File: src/rtl/core/spq_pkg.sv
// ----------------------------------------------------------------------------
// spq_pkg
// Request and status codes shared by the sorted priority queue and its checker.
// ----------------------------------------------------------------------------
package spq_pkg;

	localparam int KIND_W   = 2;
	localparam int STATUS_W = 2;

	// request kinds
	localparam logic [KIND_W-1:0] KIND_INSERT = 2'd0;
	localparam logic [KIND_W-1:0] KIND_POP    = 2'd1;
	localparam logic [KIND_W-1:0] KIND_PEEK   = 2'd2;

	// result status
	localparam logic [STATUS_W-1:0] ST_DONE  = 2'd0;
	localparam logic [STATUS_W-1:0] ST_EMPTY = 2'd1;
	localparam logic [STATUS_W-1:0] ST_FULL  = 2'd2;

endpackage

File: src/rtl/core/sorted_priority_queue.sv
// ----------------------------------------------------------------------------
// sorted_priority_queue
// Min-priority queue of (cost, vertex) entries held sorted in one memory.
//
// Entries sit in a circular buffer in ascending order (cost, then vertex;
// an equal entry goes ahead of the ones already stored). One request is taken
// at a time and gives one result transfer. A pop or peek on an empty queue,
// an insert on a full queue or an unknown kind goes straight to the result.
// An insert compares stored entries from the back of the queue forward (none
// on an empty queue, at most the stored count), using the single memory port
// pair and the one compare unit: each cycle reads one entry, compares it with
// the new one and, if it is not ahead, writes it one slot back. A pop only
// moves the head pointer. in_stall stays high from acceptance until the
// result has been loaded into the output register; a finished result waits
// there while the next request is already being worked on. The memory has no
// reset and needs no clearing pass; only data read from slots holding live
// entries is ever used.
// ----------------------------------------------------------------------------
module sorted_priority_queue #(
	parameter int DEPTH       = 16,
	parameter int COST_BITS   = 16,
	parameter int VERTEX_BITS = 8
) (
	input  logic                          clk,
	input  logic                          arst_n,
	// request channel
	input  logic                          in_valid,
	output logic                          in_stall,
	input  logic [spq_pkg::KIND_W-1:0]    kind,
	input  logic [COST_BITS-1:0]          item_cost,
	input  logic [VERTEX_BITS-1:0]        item_vertex,
	// result channel
	output logic                          out_valid,
	input  logic                          out_stall,
	output logic [spq_pkg::STATUS_W-1:0]  status,
	output logic [COST_BITS-1:0]          front_cost,
	output logic [VERTEX_BITS-1:0]        front_vertex,
	output logic [$clog2(DEPTH+1)-1:0]    entry_count,
	output logic                          is_empty
);

	import spq_pkg::*;

	localparam int IDX_W = $clog2(DEPTH);
	localparam int CNT_W = $clog2(DEPTH + 1);
	localparam int ENT_W = COST_BITS + VERTEX_BITS;

	typedef enum logic [4:0] {
		S_IDLE  = 5'b00001,
		S_SCAN  = 5'b00010,  // compare one entry, shift it back if not ahead
		S_PUT   = 5'b00100,  // write the new entry into the opened slot
		S_FRONT = 5'b01000,  // front entry arrives from memory
		S_OUT   = 5'b10000   // hand the result to the output register
	} state_t;

	// circular index helpers
	function automatic logic [IDX_W-1:0] ptr_inc(input logic [IDX_W-1:0] p);
		ptr_inc = (p == IDX_W'(DEPTH - 1)) ? '0 : p + 1'b1;
	endfunction

	function automatic logic [IDX_W-1:0] ptr_dec(input logic [IDX_W-1:0] p);
		ptr_dec = (p == '0) ? IDX_W'(DEPTH - 1) : p - 1'b1;
	endfunction

	// control state
	state_t            state_q;
	logic [CNT_W-1:0]  count_q;
	logic [IDX_W-1:0]  head_q;   // physical slot of the front entry
	logic [IDX_W-1:0]  tail_q;   // physical slot after the last entry
	logic              out_valid_q;

	// working registers
	logic [IDX_W-1:0]       rd_ptr_q;   // slot whose data sits in rd_data_q
	logic [IDX_W-1:0]       wr_ptr_q;   // open slot during an insert
	logic [CNT_W-1:0]       rem_q;      // entries still to compare
	logic [COST_BITS-1:0]   new_cost_q;
	logic [VERTEX_BITS-1:0] new_vertex_q;
	logic                   pop_q;
	logic [STATUS_W-1:0]    res_status_q;
	logic [COST_BITS-1:0]   res_cost_q;
	logic [VERTEX_BITS-1:0] res_vertex_q;

	// output register payload
	logic [STATUS_W-1:0]    out_status_q;
	logic [COST_BITS-1:0]   out_cost_q;
	logic [VERTEX_BITS-1:0] out_vertex_q;
	logic [CNT_W-1:0]       out_count_q;
	logic                   out_empty_q;

	// entry memory
	logic [ENT_W-1:0] mem_q [DEPTH];
	logic [ENT_W-1:0] rd_data_q;
	logic [IDX_W-1:0] rd_addr;
	logic [IDX_W-1:0] wr_addr;
	logic [ENT_W-1:0] wr_data;
	logic             wr_en;

	logic accept;
	logic full;
	logic out_free;
	logic entry_first;  // stored entry orders strictly ahead of the new one
	logic shift;

	assign accept   = in_valid && (state_q == S_IDLE);
	assign full     = (count_q == CNT_W'(DEPTH));
	assign out_free = !out_valid_q || !out_stall;
	assign shift    = (state_q == S_SCAN) && !entry_first;

	spq_cmp #(
		.COST_BITS   (COST_BITS),
		.VERTEX_BITS (VERTEX_BITS)
	) u_cmp (
		.a_cost   (rd_data_q[ENT_W-1:VERTEX_BITS]),
		.a_vertex (rd_data_q[VERTEX_BITS-1:0]),
		.b_cost   (new_cost_q),
		.b_vertex (new_vertex_q),
		.a_first  (entry_first)
	);

	// memory port selection
	always_comb begin
		rd_addr = rd_ptr_q;
		wr_en   = 1'b0;
		wr_addr = wr_ptr_q;
		wr_data = {new_cost_q, new_vertex_q};
		unique case (state_q)
			S_IDLE: begin
				// insert looks at the back entry, pop and peek at the front one
				rd_addr = (kind == KIND_INSERT) ? ptr_dec(tail_q) : head_q;
			end
			S_SCAN: begin
				rd_addr = ptr_dec(rd_ptr_q);
				wr_en   = shift;
				wr_data = rd_data_q;
			end
			S_PUT: begin
				wr_en = 1'b1;
			end
			S_FRONT, S_OUT: begin
			end
			default: begin
			end
		endcase
	end

	always_ff @(posedge clk) begin
		if (wr_en) begin
			mem_q[wr_addr] <= wr_data;
		end
		rd_data_q <= mem_q[rd_addr];
	end

	// sequencer and queue bookkeeping
	always_ff @(posedge clk or negedge arst_n) begin
		if (!arst_n) begin
			state_q     <= S_IDLE;
			count_q     <= '0;
			head_q      <= '0;
			tail_q      <= '0;
			out_valid_q <= 1'b0;
		end else begin
			if (state_q == S_OUT && out_free) begin
				out_valid_q <= 1'b1;
			end else if (!out_stall) begin
				out_valid_q <= 1'b0;
			end

			unique case (state_q)
				S_IDLE: begin
					if (accept) begin
						case (kind) inside
							KIND_INSERT: begin
								if (full) begin
									state_q <= S_OUT;
								end else if (count_q == '0) begin
									state_q <= S_PUT;
								end else begin
									state_q <= S_SCAN;
								end
							end
							KIND_POP, KIND_PEEK: begin
								state_q <= (count_q == '0) ? S_OUT : S_FRONT;
							end
							default: begin
								state_q <= S_OUT;
							end
						endcase
					end
				end
				S_SCAN: begin
					// stop at the first entry ahead of the new one, or at the front
					if (!shift || rem_q == CNT_W'(1)) begin
						state_q <= S_PUT;
					end
				end
				S_PUT: begin
					count_q <= count_q + 1'b1;
					tail_q  <= ptr_inc(tail_q);
					state_q <= S_OUT;
				end
				S_FRONT: begin
					if (pop_q) begin
						count_q <= count_q - 1'b1;
						head_q  <= ptr_inc(head_q);
					end
					state_q <= S_OUT;
				end
				S_OUT: begin
					if (out_free) begin
						state_q <= S_IDLE;
					end
				end
				default: begin
					state_q <= S_IDLE;
				end
			endcase
		end
	end

	// datapath registers
	always_ff @(posedge clk) begin
		unique case (state_q)
			S_IDLE: begin
				if (accept) begin
					new_cost_q   <= item_cost;
					new_vertex_q <= item_vertex;
					wr_ptr_q     <= tail_q;
					rd_ptr_q     <= rd_addr;
					rem_q        <= count_q;
					pop_q        <= (kind == KIND_POP);
					res_cost_q   <= '0;
					res_vertex_q <= '0;
					case (kind) inside
						KIND_INSERT: begin
							res_status_q <= full ? ST_FULL : ST_DONE;
						end
						KIND_POP, KIND_PEEK: begin
							res_status_q <= (count_q == '0) ? ST_EMPTY : ST_DONE;
						end
						default: begin
							res_status_q <= ST_DONE;
						end
					endcase
				end
			end
			S_SCAN: begin
				if (shift) begin
					wr_ptr_q <= rd_ptr_q;
					rd_ptr_q <= rd_addr;
					rem_q    <= rem_q - 1'b1;
				end
			end
			S_FRONT: begin
				res_cost_q   <= rd_data_q[ENT_W-1:VERTEX_BITS];
				res_vertex_q <= rd_data_q[VERTEX_BITS-1:0];
			end
			S_OUT: begin
				if (out_free) begin
					out_status_q <= res_status_q;
					out_cost_q   <= res_cost_q;
					out_vertex_q <= res_vertex_q;
					out_count_q  <= count_q;
					out_empty_q  <= (count_q == '0);
				end
			end
			S_PUT: begin
			end
			default: begin
			end
		endcase
	end

	assign in_stall     = (state_q != S_IDLE);
	assign out_valid    = out_valid_q;
	assign status       = out_status_q;
	assign front_cost   = out_cost_q;
	assign front_vertex = out_vertex_q;
	assign entry_count  = out_count_q;
	assign is_empty     = out_empty_q;

endmodule

File: src/rtl/core/spq_cmp.sv
// ----------------------------------------------------------------------------
// spq_cmp
// Ordering unit: is entry A strictly ahead of entry B (cost, then vertex).
// ----------------------------------------------------------------------------
module spq_cmp #(
	parameter int COST_BITS   = 16,
	parameter int VERTEX_BITS = 8
) (
	input  logic [COST_BITS-1:0]   a_cost,
	input  logic [VERTEX_BITS-1:0] a_vertex,
	input  logic [COST_BITS-1:0]   b_cost,
	input  logic [VERTEX_BITS-1:0] b_vertex,
	output logic                   a_first
);

	always_comb begin
		a_first = (a_cost < b_cost) || ((a_cost == b_cost) && (a_vertex < b_vertex));
	end

endmodule

File: config.mk
export PLATFORM = sky130hd
export DESIGN_NAME = sorted_priority_queue
export DESIGN_NICKNAME = d
export VERILOG_FILES = /design/src/rtl/core/spq_pkg.sv /design/src/rtl/core/sorted_priority_queue.sv /design/src/rtl/core/spq_cmp.sv
export SDC_FILE = /design/constraint.sdc
export NUM_CORES = 1
export LEC_CHECK = 0
export BUFFER_PORTS_ARGS = -buffer_cell sky130_fd_sc_hd__buf_2
export CORE_ASPECT_RATIO = 0.8
export CORE_MARGIN = 2
export CORE_UTILIZATION = 45
export CTS_BUF_LIST = sky130_fd_sc_hd__clkbuf_8
export DETAILED_ROUTE_END_ITERATION = 8
export PLACE_DENSITY = 0.69
export REMOVE_ABC_BUFFERS = 1
export SLEW_MARGIN = 25
export SYNTH_ARGS = -nofsm -noshare
export SYNTH_HDL_FRONTEND = slang
export SYNTH_SLANG_ARGS = --single-unit
File: constraint.sdc
create_clock -name clk -period 8.35 [get_ports clk]
set_input_delay 0.835 -clock clk [delete_from_list [all_inputs] [get_ports clk]]
set_output_delay 0.835 -clock clk [all_outputs]
set_load 0.01 [all_outputs]
======== Word level (Yosys, flattened, before mapping) ========
Memories as Yosys holds them, arrays and structs flattened. A register that Yosys moved wholly into a read port is not among the register bits.
Index checks and enable logic that the tools add are counted.
storage, ports and cells
  flip-flop bits (word level) ............. 115
  output and inout bits ................... 34
  bits in read-only memories .............. 0
  RAM bits ................................ 384
  memories kept ........................... 1
  bits in latches ......................... 0
memory list
  memory  words  bits a word  rd ports  clocked after memory_dff  write ports  RTL line                     text
  mem_q   16     24           1         1                         1            sorted_priority_queue.sv:91  logic [ENT_W-1:0] mem_q [DEPTH];
operators by class
  equal/unequal tests ..................... 19
  multiplexer cells ....................... 40
  magnitude comparators ................... 2
  divide/modulo/power cells ............... 0
  shift operators ......................... 0
  bitwise operators ....................... 0
  multipliers ............................. 0
  add/subtract/negate cells ............... 7
  reduce and logical (&&, ||, !) cells .... 27
operators by type and width
  operator             number
  $mux 5               10
  $mux 4               9
  $pmux 16 s2          1
  $mux 24              1
  $pmux 4 s2           3
  $pmux 5 s2           2
  $pmux 5 s4           1
  $eq 16x16->1         1
  $lt 16x16->1         1
  $mux 16              1
  $pmux 8 s2           1
  $eq 5x1->1 const B   2
  $eq 5x5->1 const B   2
  $reduce_and 2->1     5
  $sub 5x1->5 const B  2
  $add 4x1->4 const B  2
  $eq 4x4->1 const B   2
  $logic_not 4->1      2
  $lt 8x8->1           1
  $mux 8               1
  $ne 2x2->1 const B   4
  $sub 4x1->4 const B  2
  $mux 1               6
  $reduce_and 3->1     2
  18 further kinds     31

======== Longest topological paths before layout ========
Gate-level depths: netlist of the first run.
  word-level depth ........................ 9
  depth in mapped cells ................... 14
  mapped depth without buffers ............ 10

======== Cells and area by module ========
Synthesis of the first run repeated with hierarchy kept, for this count alone.
second synthesis, totals
  cells, all modules ...................... 1408
  area total of the unflattened synthesis .. 21276.7 um^2
by module, submodules not included
  module                 area each (um^2)  times used  seq. area each (um^2)  cells each
  sorted_priority_queue  20697.4           1           15371.0                1326
  spq_cmp                579.3             1           0.0                    82

======== Least setup slack after synthesis of the first run ========
No wires, ideal clock.
  kind .................................... register to register
  start ................................... reg state_q[1]
  end ..................................... mem mem_q[6][0] in the netlist's numbering (enable)
  stages on the path, launching flop included .. 7
  required time ........................... 7.814 ns
  path buffers ............................ 3
  path slack .............................. 2.177 ns
  period minus slack after synthesis ...... 6.173 ns
  arrival time ............................ 5.637 ns
  cell sequence ........................... dfrtp_1 clkbuf_1 or3_1 or3b_1 clkbuf_1 clkbuf_1 a2111oi_0
on the way
  word-level cells in the longest chain between the ends .. 5
  elaborated cells on any way between the ends .. 6
  those cells by class .................... 2 x eq/ne; 3 x mux; 1 x reduce/logical
ends and longest elaborated chain
  what                              RTL line                                                    text
  from (decl)                       sorted_priority_queue.sv:66                                 state_t state_q;
  from (signal assigned)            sorted_priority_queue.sv:182                                state_q <= (count_q == '0) ? S_OUT : S_FRONT;
  $eq 5x2->1                        sorted_priority_queue.sv:107, sorted_priority_queue.sv:126
  $logic_and 1x1->1                 sorted_priority_queue.sv:107                                assign shift = (state_q == S_SCAN) && !entry_first;
  $pmux 1 s2 (*)                    sorted_priority_queue.sv:126                                unique case (state_q)
  $mux 1 (*)                        sorted_priority_queue.sv:147                                if (wr_en) begin
  $mux 1 (implied by the code) (*)  sorted_priority_queue.sv:148                                mem_q[wr_addr] <= wr_data;
  to (decl)                         sorted_priority_queue.sv:91
Every way passes the cells marked *; elsewhere a longest branch is shown, timed or not.

======== Worst setup path in the final report of the first run ========
  start ................................... reg tail_q[0]
  end ..................................... reg rd_data_q[20] (read register of mem_q)
on the way
  word-level cells in the longest chain between the ends .. 4
  elaborated cells on any way between the ends .. 5
  those cells by class .................... 1 x add/sub; 3 x mux; 1 x reduce/logical
ends and longest elaborated chain
  what                                            RTL line                      text
  from (decl)                                     sorted_priority_queue.sv:69   logic [IDX_W-1:0] tail_q;
  from (signal assigned)                          sorted_priority_queue.sv:198  tail_q <= ptr_inc(tail_q);
  $sub 4x1->4 or $logic_not 4->1 (tied branches)  sorted_priority_queue.sv:62   ptr_dec = (p == '0) ? IDX_W'(DEPTH - 1) : p - 1'b1;
  $mux 4 (*)                                      sorted_priority_queue.sv:62
  $mux 4 (*)                                      sorted_priority_queue.sv:129  rd_addr = (kind == KIND_INSERT) ? ptr_dec(tail_q) : head_q;
  $pmux 4 s2 (*)                                  sorted_priority_queue.sv:126
  to (decl)                                       sorted_priority_queue.sv:92   logic [ENT_W-1:0] rd_data_q;
Marked as above.
A chain may end at the register's enable or synchronous reset.

==> impl_metrics.tcl, run 1 <==
set metrics [dict create \
    fp.dieH_um 198 \
    cpPeakStageDelay_ns 0.77 \
    synth_area_per_cell_um2 12.9 \
    rr_worst_depth 11 \
    cts-buffers-inserted 79 \
    cp-start-kind "register" \
    cts.path.max_buffers 3 \
    synth_cell_types 63 \
    reg2reg_slack_ns 3.88 \
    postCtsSetupBuffers 0 \
    whs_ns 0.134 \
    setup_viol 0 \
    yosys_warnings 0 \
    multiInputGateArea_um2 5470 \
    netlist_instances 1645 \
    dp_slack_ns 3.49 \
    ff_latch_area_um2 15400 \
    drv_cap 0 \
    cp_slowest_cell "buf_4" \
    fmax_mhz 224 \
    drtAntennaViolNets 0 \
    status "finished, final reports clean" \
    powerDensity_nw_per_um2 359 \
    cts.clk_slew.worst_paths_ns 0.06 \
    ys.flop_type "edfxtp_1" \
    slew_headroom_pct 31.5 \
    die_area_um2 49000 \
    skew_ns 0.0399 \
    postCtsHoldBufs 0 \
    area_growth_syn_to_layout_pct 12.7 \
    synthArstFlopShare_pct 3.63 \
    finalCritPeriodShare_pct 53.5 \
    ys_seq_area_share_pct 72.3 \
    final-hold-violation-count 0 \
    tightest_slew_ns 1.03 \
    totalPowerFinal_mw 8.60 \
    cp_max_fo 117 \
    required_ns 8.91 \
    synth_area_um2 21300 \
    crit_type "reg2reg" \
    num_vias 13400 \
    crit_path_end_kind "register" \
    numClockSinks 523 \
    final_max_slew_viol_count 0 \
    route.detailed.drc 0 \
    dr.pass1.iters 6 \
    antenna_found_initial 0 \
    grtUsageTotal_pct 21.0 \
    finalWorstSetupSlack_ns 3.88 \
    grt.overflow.total 0 \
    grt_start_max_net_pins 118 \
    port_buffers 63 \
    detail_route.wl_per_cell_um 20.7 \
    viasPerCell 5.53 \
    yosys_register_bits 523 \
    nets 1813 \
    rsz0062_at_grt "false" \
    drive_gt1_share_pct 15.2 \
    arrival_ns 5.03 \
    cts-resized-gates 0 \
    fp.coreArea_um2 46800 \
    crit_path_cell_trace "inv_1, ha_1, nor4bb_1, o41ai_1, a221o_4, inv_6, buf_4, nand2_1, a21oi_1, a21oi_1, a221oi_2" \
    hold_class "in2async" \
    grt_pass1_wl_mm 77.0 \
    n_antenna_cell 0 \
    cts_tree "done" \
    drt_first_iter_violations 1520 \
    initial_core_util_pct 45.4 \
    clockRootBuffer "clkbuf_8" \
    place_congestion 0.814 \
    fin_util_pct 51.2 \
    dp_hpwl_mm 27.5 \
    rr_endpoint "rd_data_q[20]" \
    synth_edf_count 480 \
    grt_pass1_vias 13100 \
    nFillCells 3916 \
    die_w_um 247 \
    drt_wl_total_mm 50.3 \
    num_rows 71 \
    period_needed_ns 4.47 \
    crit_top_cell "a21oi_1" \
    ioPinCount 64 \
    r2r-start "tail_q[0]" \
    htree_levels 3 \
    peakVddDrop_v 0.000317 \
    p_leak_nw 8.71 \
    clock_latency_ns 0.66 \
]
[critical path, delay by kind of cell (launching register included)]
kind            cells  cell delay, ns
compound gates      5            1.41
simple gates        2            0.48
fa+ha+maj           1            0.23
buf+inv             3            1.66
flops               1            0.45
[per-layer routing]
metal  wire [um]  share of wire, %  global-route usage [%]
met2       22600                45                    31.9
met5          78              0.15                    1.22
met1       22600                45                    30.4
met3        3800               7.6                    4.30
met4        1210               2.4                    6.78
[logic make-up (layout without fill, tap and decap cells)]
kind of cell             count (synthesis)  count (layout)  synth area share [%]
AO/OA/AOI/OAI                          209             209                  6.70
XOR/XNOR                                11              11                 0.453
adder cells (fa/ha/maj)                 35              35                  2.09
buffers and inverters                  143             308                  2.99
flip-flops                             523             523                  72.3
multiplexers                             3               3                 0.153
AND/OR/NAND/NOR                        721             721                  15.3
[cells in the mapped netlist, drive strengths merged (3+ instances only)]
master	instances	share of area, %
nand2	487	8.6
edfxtp	480	68
nand4	123	3.6
o21ai	67	1.6
a21oi	66	1.6
buf	59	1.5
inv	47	0.83
clkbuf	37	0.65
ha	34	2.0
nand3	31	0.73
and2	25	0.74
a221oi	24	1.6
dfxtp	24	2.3
dfrtp	18	2.1
nor2	15	0.28
a2111oi	9	0.37
a211oi	9	0.32
a21o	9	0.32
xnor2	8	0.33
o21a	7	0.25
nor2b	6	0.18
and3	5	0.15
nand2b	5	0.15
nor3	4	0.12
nor3b	4	0.19
o41ai	3	0.12
or2	3	0.088
or4	3	0.11
xor2	3	0.12
[final cells by class]
cell class,instances,share of cell area (%)
well taps,620,3.24
clock inverters,57,1.00
multi-input cells,979,22.8
repair buffers,118,3.12
inverters,47,0.757
clock buffers,86,4.94
flip-flops and latches,523,64.1
[placed cells by master (no fill, tap or decap), types with 4 or more instances in the layout]
cell type,count
xnor2_1,8
inv_1,72
a211oi_4,7
clkinv_1,17
dfrtp_1,18
a221oi_1,4
a21o_1,9
and2_1,25
buf_4,54
nor2b_1,6
nand2b_1,5
nand4_1,123
clkinv_2,8
nand2_1,487
a21oi_1,65
a2111oi_2,9
clkbuf_8,86
dfxtp_1,24
o21a_1,7
edfxtp_1,480
nand3_1,31
nor2_1,13
buf_2,63
ha_1,34
and3_1,5
o21ai_0,65
a221oi_2,20
[sequential cells by signal (all words and copies together), names as in the netlist, 2 cells and up]
name and flops:
front_vertex 8, new_vertex_q 8, wr_addr 4, head_q 4, entry_count 5, state_q 5, res_vertex_q 8, rd_data_q 24
status 2, tail_q 4, res_cost_q 16, rem_q 5, res_status_q 2, new_cost_q 16, rd_ptr_q 4, count_q 5
front_cost 16, mem_q 384
[report_power, final]
group	leakage, nW	total (mW)	internal [mW]	switching, mW
Clock	0.834	1.91	0.948	0.963
Sequential	4.81	3.45	3.27	0.176
Combinational	3.06	3.24	1.00	2.24
Total	8.71	8.60	5.22	3.38
[metrics by stage]
step | std cells | setup TNS (ns) | area, um2
final | 2430 | 0 | 24000
after global routing | 2430 | 0 | 24000
after CTS | 2430 | 0 | 24000
after detailed placement | 2287 | 0 | 22500
after global placement | 2286 | 0 | 22500
after floorplan | 1549 | -9.79 | 20800
[worst max path at each step]
stage | startpoint | depth (start not counted) | to | slack, ns
floorplan | state_q[3] | 8 | rd_data_q[22] | -0.40
global placement | kind[1] | 12 | rd_data_q[11] | 3.65
detailed placement | kind[1] | 12 | rd_data_q[20] | 3.49
CTS | tail_q[0] | 11 | rd_data_q[20] | 3.96
global route | tail_q[0] | 11 | rd_data_q[20] | 3.63
finish | tail_q[0] | 11 | rd_data_q[20] | 3.88
No activity file was read; power rests on OpenSTA's default activity.
==> inputs of run 2 (changes only) <==
clock period = 4.6 ns   (was 8.35 ns; I/O delays follow)
==> run 2 against run 1 <==
Fmax is 22% higher; sequential share of layout area down 0.94 points; clock power increased by 91%; first-iteration DRC count rose by 2.6%; largest power group unchanged; combinational power is 87% higher; sequential power is 82% higher; hold slack got worse by 0.094 ns; die area is the same; clock skew decreased by 0.0030 ns; critical path depth fell by 3; power is 86% higher; cell area increased by 1.5%; highest routed layer is now met4.
==> impl_metrics.tcl, run 2 (same netlist as run 1, synthesis figures left out) <==
set metrics [dict create \
    hp-start "item_cost[12]" \
    final-hold-violation-count 0 \
    setup_viol 0 \
    totalPowerFinal_mw 16.0 \
    placed_area_um2 22500 \
    grtUsageTotal_pct 21.6 \
    peakVddDrop_v 0.000917 \
    layout_common_cells "nand2_1 (487), edfxtp_1 (480), nand4_1 (123), clkbuf_8 (87), inv_1 (67)" \
    dr.pass1.iters 5 \
    dp_slack_ns 0.918 \
    initial_core_util_pct 45.4 \
    largest_register_ff_count 384 \
    crit_type "reg2reg" \
    cts-buffers-inserted 81 \
    r2r-start "state_q[2]" \
    clockRootBuffer "clkbuf_8" \
    fmax_mhz 272 \
    cp-start-kind "register" \
    area_growth_syn_to_layout_pct 14.4 \
    detail_route.wl_per_cell_um 21.4 \
    viasPerCell 5.59 \
    cts-resized-gates 0 \
    cts_tree "done" \
    dp_hpwl_mm 30.6 \
    internal_power_mw 9.60 \
    drv_cap 0 \
    powerDensity_nw_per_um2 657 \
    place_congestion 0.852 \
    fp.dieH_um 198 \
    seqPwrFrac_pct 39.2 \
    num_rows 71 \
    power.net_switching_mw 6.38 \
    finalCritPeriodShare_pct 79.8 \
    grt.overflow.total 0 \
    crit_path_end_kind "register" \
    final_max_slew_viol_count 0 \
    cts.path.max_buffers 3 \
    die_w_um 247 \
    pwr-share-clk_pct 22.8 \
    cts.clk_slew.worst_paths_ns 0.06 \
    antenna_found_initial 1 \
    grt_pass1_vias 13200 \
    top_register "mem_q" \
    drt_first_iter_violations 1559 \
    cp-startpoint "state_q[2]" \
    switching_share_pct 39.9 \
    tns_ns 0 \
    die_area_um2 49000 \
    slew_headroom_pct 30.5 \
    port_buffers 63 \
    postCtsHoldBufs 24 \
    num_vias 13700 \
    fp.coreArea_um2 46800 \
    rsz0062_at_grt "false" \
    skew_ns 0.0369 \
    fin_util_pct 52.0 \
    ioPinCount 64 \
    drt_wl_total_mm 52.6 \
    status "finished, final reports clean" \
    combPwrFrac_pct 37.9 \
    required_ns 5.10 \
    hold_class "in2reg" \
    postCtsSetupBuffers 0 \
    drtAntennaViolNets 0 \
    htree_levels 3 \
    finalWorstSetupSlack_ns 0.928 \
    clock_latency_ns 0.67 \
    top_regs "mem_q: 384 flops, rd_data_q: 24 flops" \
    n_antenna_cell 0 \
    grt_pass1_wl_mm 79.1 \
    nets 1833 \
    drive_gt1_share_pct 15.8 \
    grt_start_max_net_pins 193 \
    final_area_um2 24300 \
    period_needed_ns 3.67 \
    tightest_slew_ns 1.04 \
    numClockSinks 523 \
    p_leak_nw 8.84 \
    final_common_cell "nand2_1" \
    arrival_ns 4.17 \
    route.detailed.drc 0 \
    cp_max_fo 26 \
]
run 2: changes by cell type in the layout (fill, tap and decap cells not counted), moves of 2 or more:
cell,before,now
clkinv_2,8,13
buf_4,54,45
o21ai_1,1,12
clkinv_8,0,2
dlygate4sd3_1,0,24
inv_1,72,67
buf_12,0,4
o21ai_2,1,10
o21ai_0,65,45
run 2: cell type report:
class / instances / area (um2)
Fill cell: 3871 / 22500
Sequential cell: 523 / 15400
Multi-Input combinational cell: 979 / 5500
Clock buffer: 87 / 1200
Timing Repair Buffer: 136 / 973
Tap cell: 620 / 776
Clock inverter: 62 / 330
Inverter: 47 / 181
run 2: through the flow:
| step | hold slack, ns | cells |
|---|---|---|
| 2_1_floorplan | 0.164 | 1549 |
| 3_3_place_gp | 0.401 | 2281 |
| 3_5_place_dp | 0.405 | 2281 |
| 4_1_cts | 0.00656 | 2454 |
| 5_1_grt | 0.00191 | 2454 |
| 6_report | 0.0399 | 2454 |
run 2: per-layer routing:
metal,wire (um),vias up,track usage (%),part of all wire (%)
li1,-,6277,-,-
met1,23100,6713,31.5,44
met2,23900,630,32.9,45
met3,4600,90,4.82,8.7
met4,983,0,5.76,1.9
met5,0,-,0,0
run 2: worst paths after layout:
kind | endpoint | slack, ns | cells after the start
max | rd_data_q[10] | 0.93 | 8
min | new_cost_q[12] | 0.04 | 1
max reg2reg | rd_data_q[10] | 0.93 | 8
min reg2reg | front_cost[15] | 0.42 | 0
max in group asynchronous | state_q[0] | 3.95 | 2
min in group asynchronous | state_q[1] | 0.30 | 2
run 2: critical path, cell delays in order (launching register included):
cell	delay, ns
dfrtp_1	0.47
or3_4	0.45
nor3b_4	0.33
and4_1	0.25
o32a_2	0.53
inv_2	0.42
nor2_4	0.54
buf_4	0.38
a221oi_2	0.11
run 2: power groups by stage:
stage               Sequential (mW)  Combinational (mW)  Clock (mW)
finish                         6.27                6.06        3.65
global route                   6.31                6.65        3.92
CTS                            6.27                6.01        3.72
detailed placement             6.36                5.98           0
global placement               6.35                5.82           0
floorplan                      6.25                3.75           0
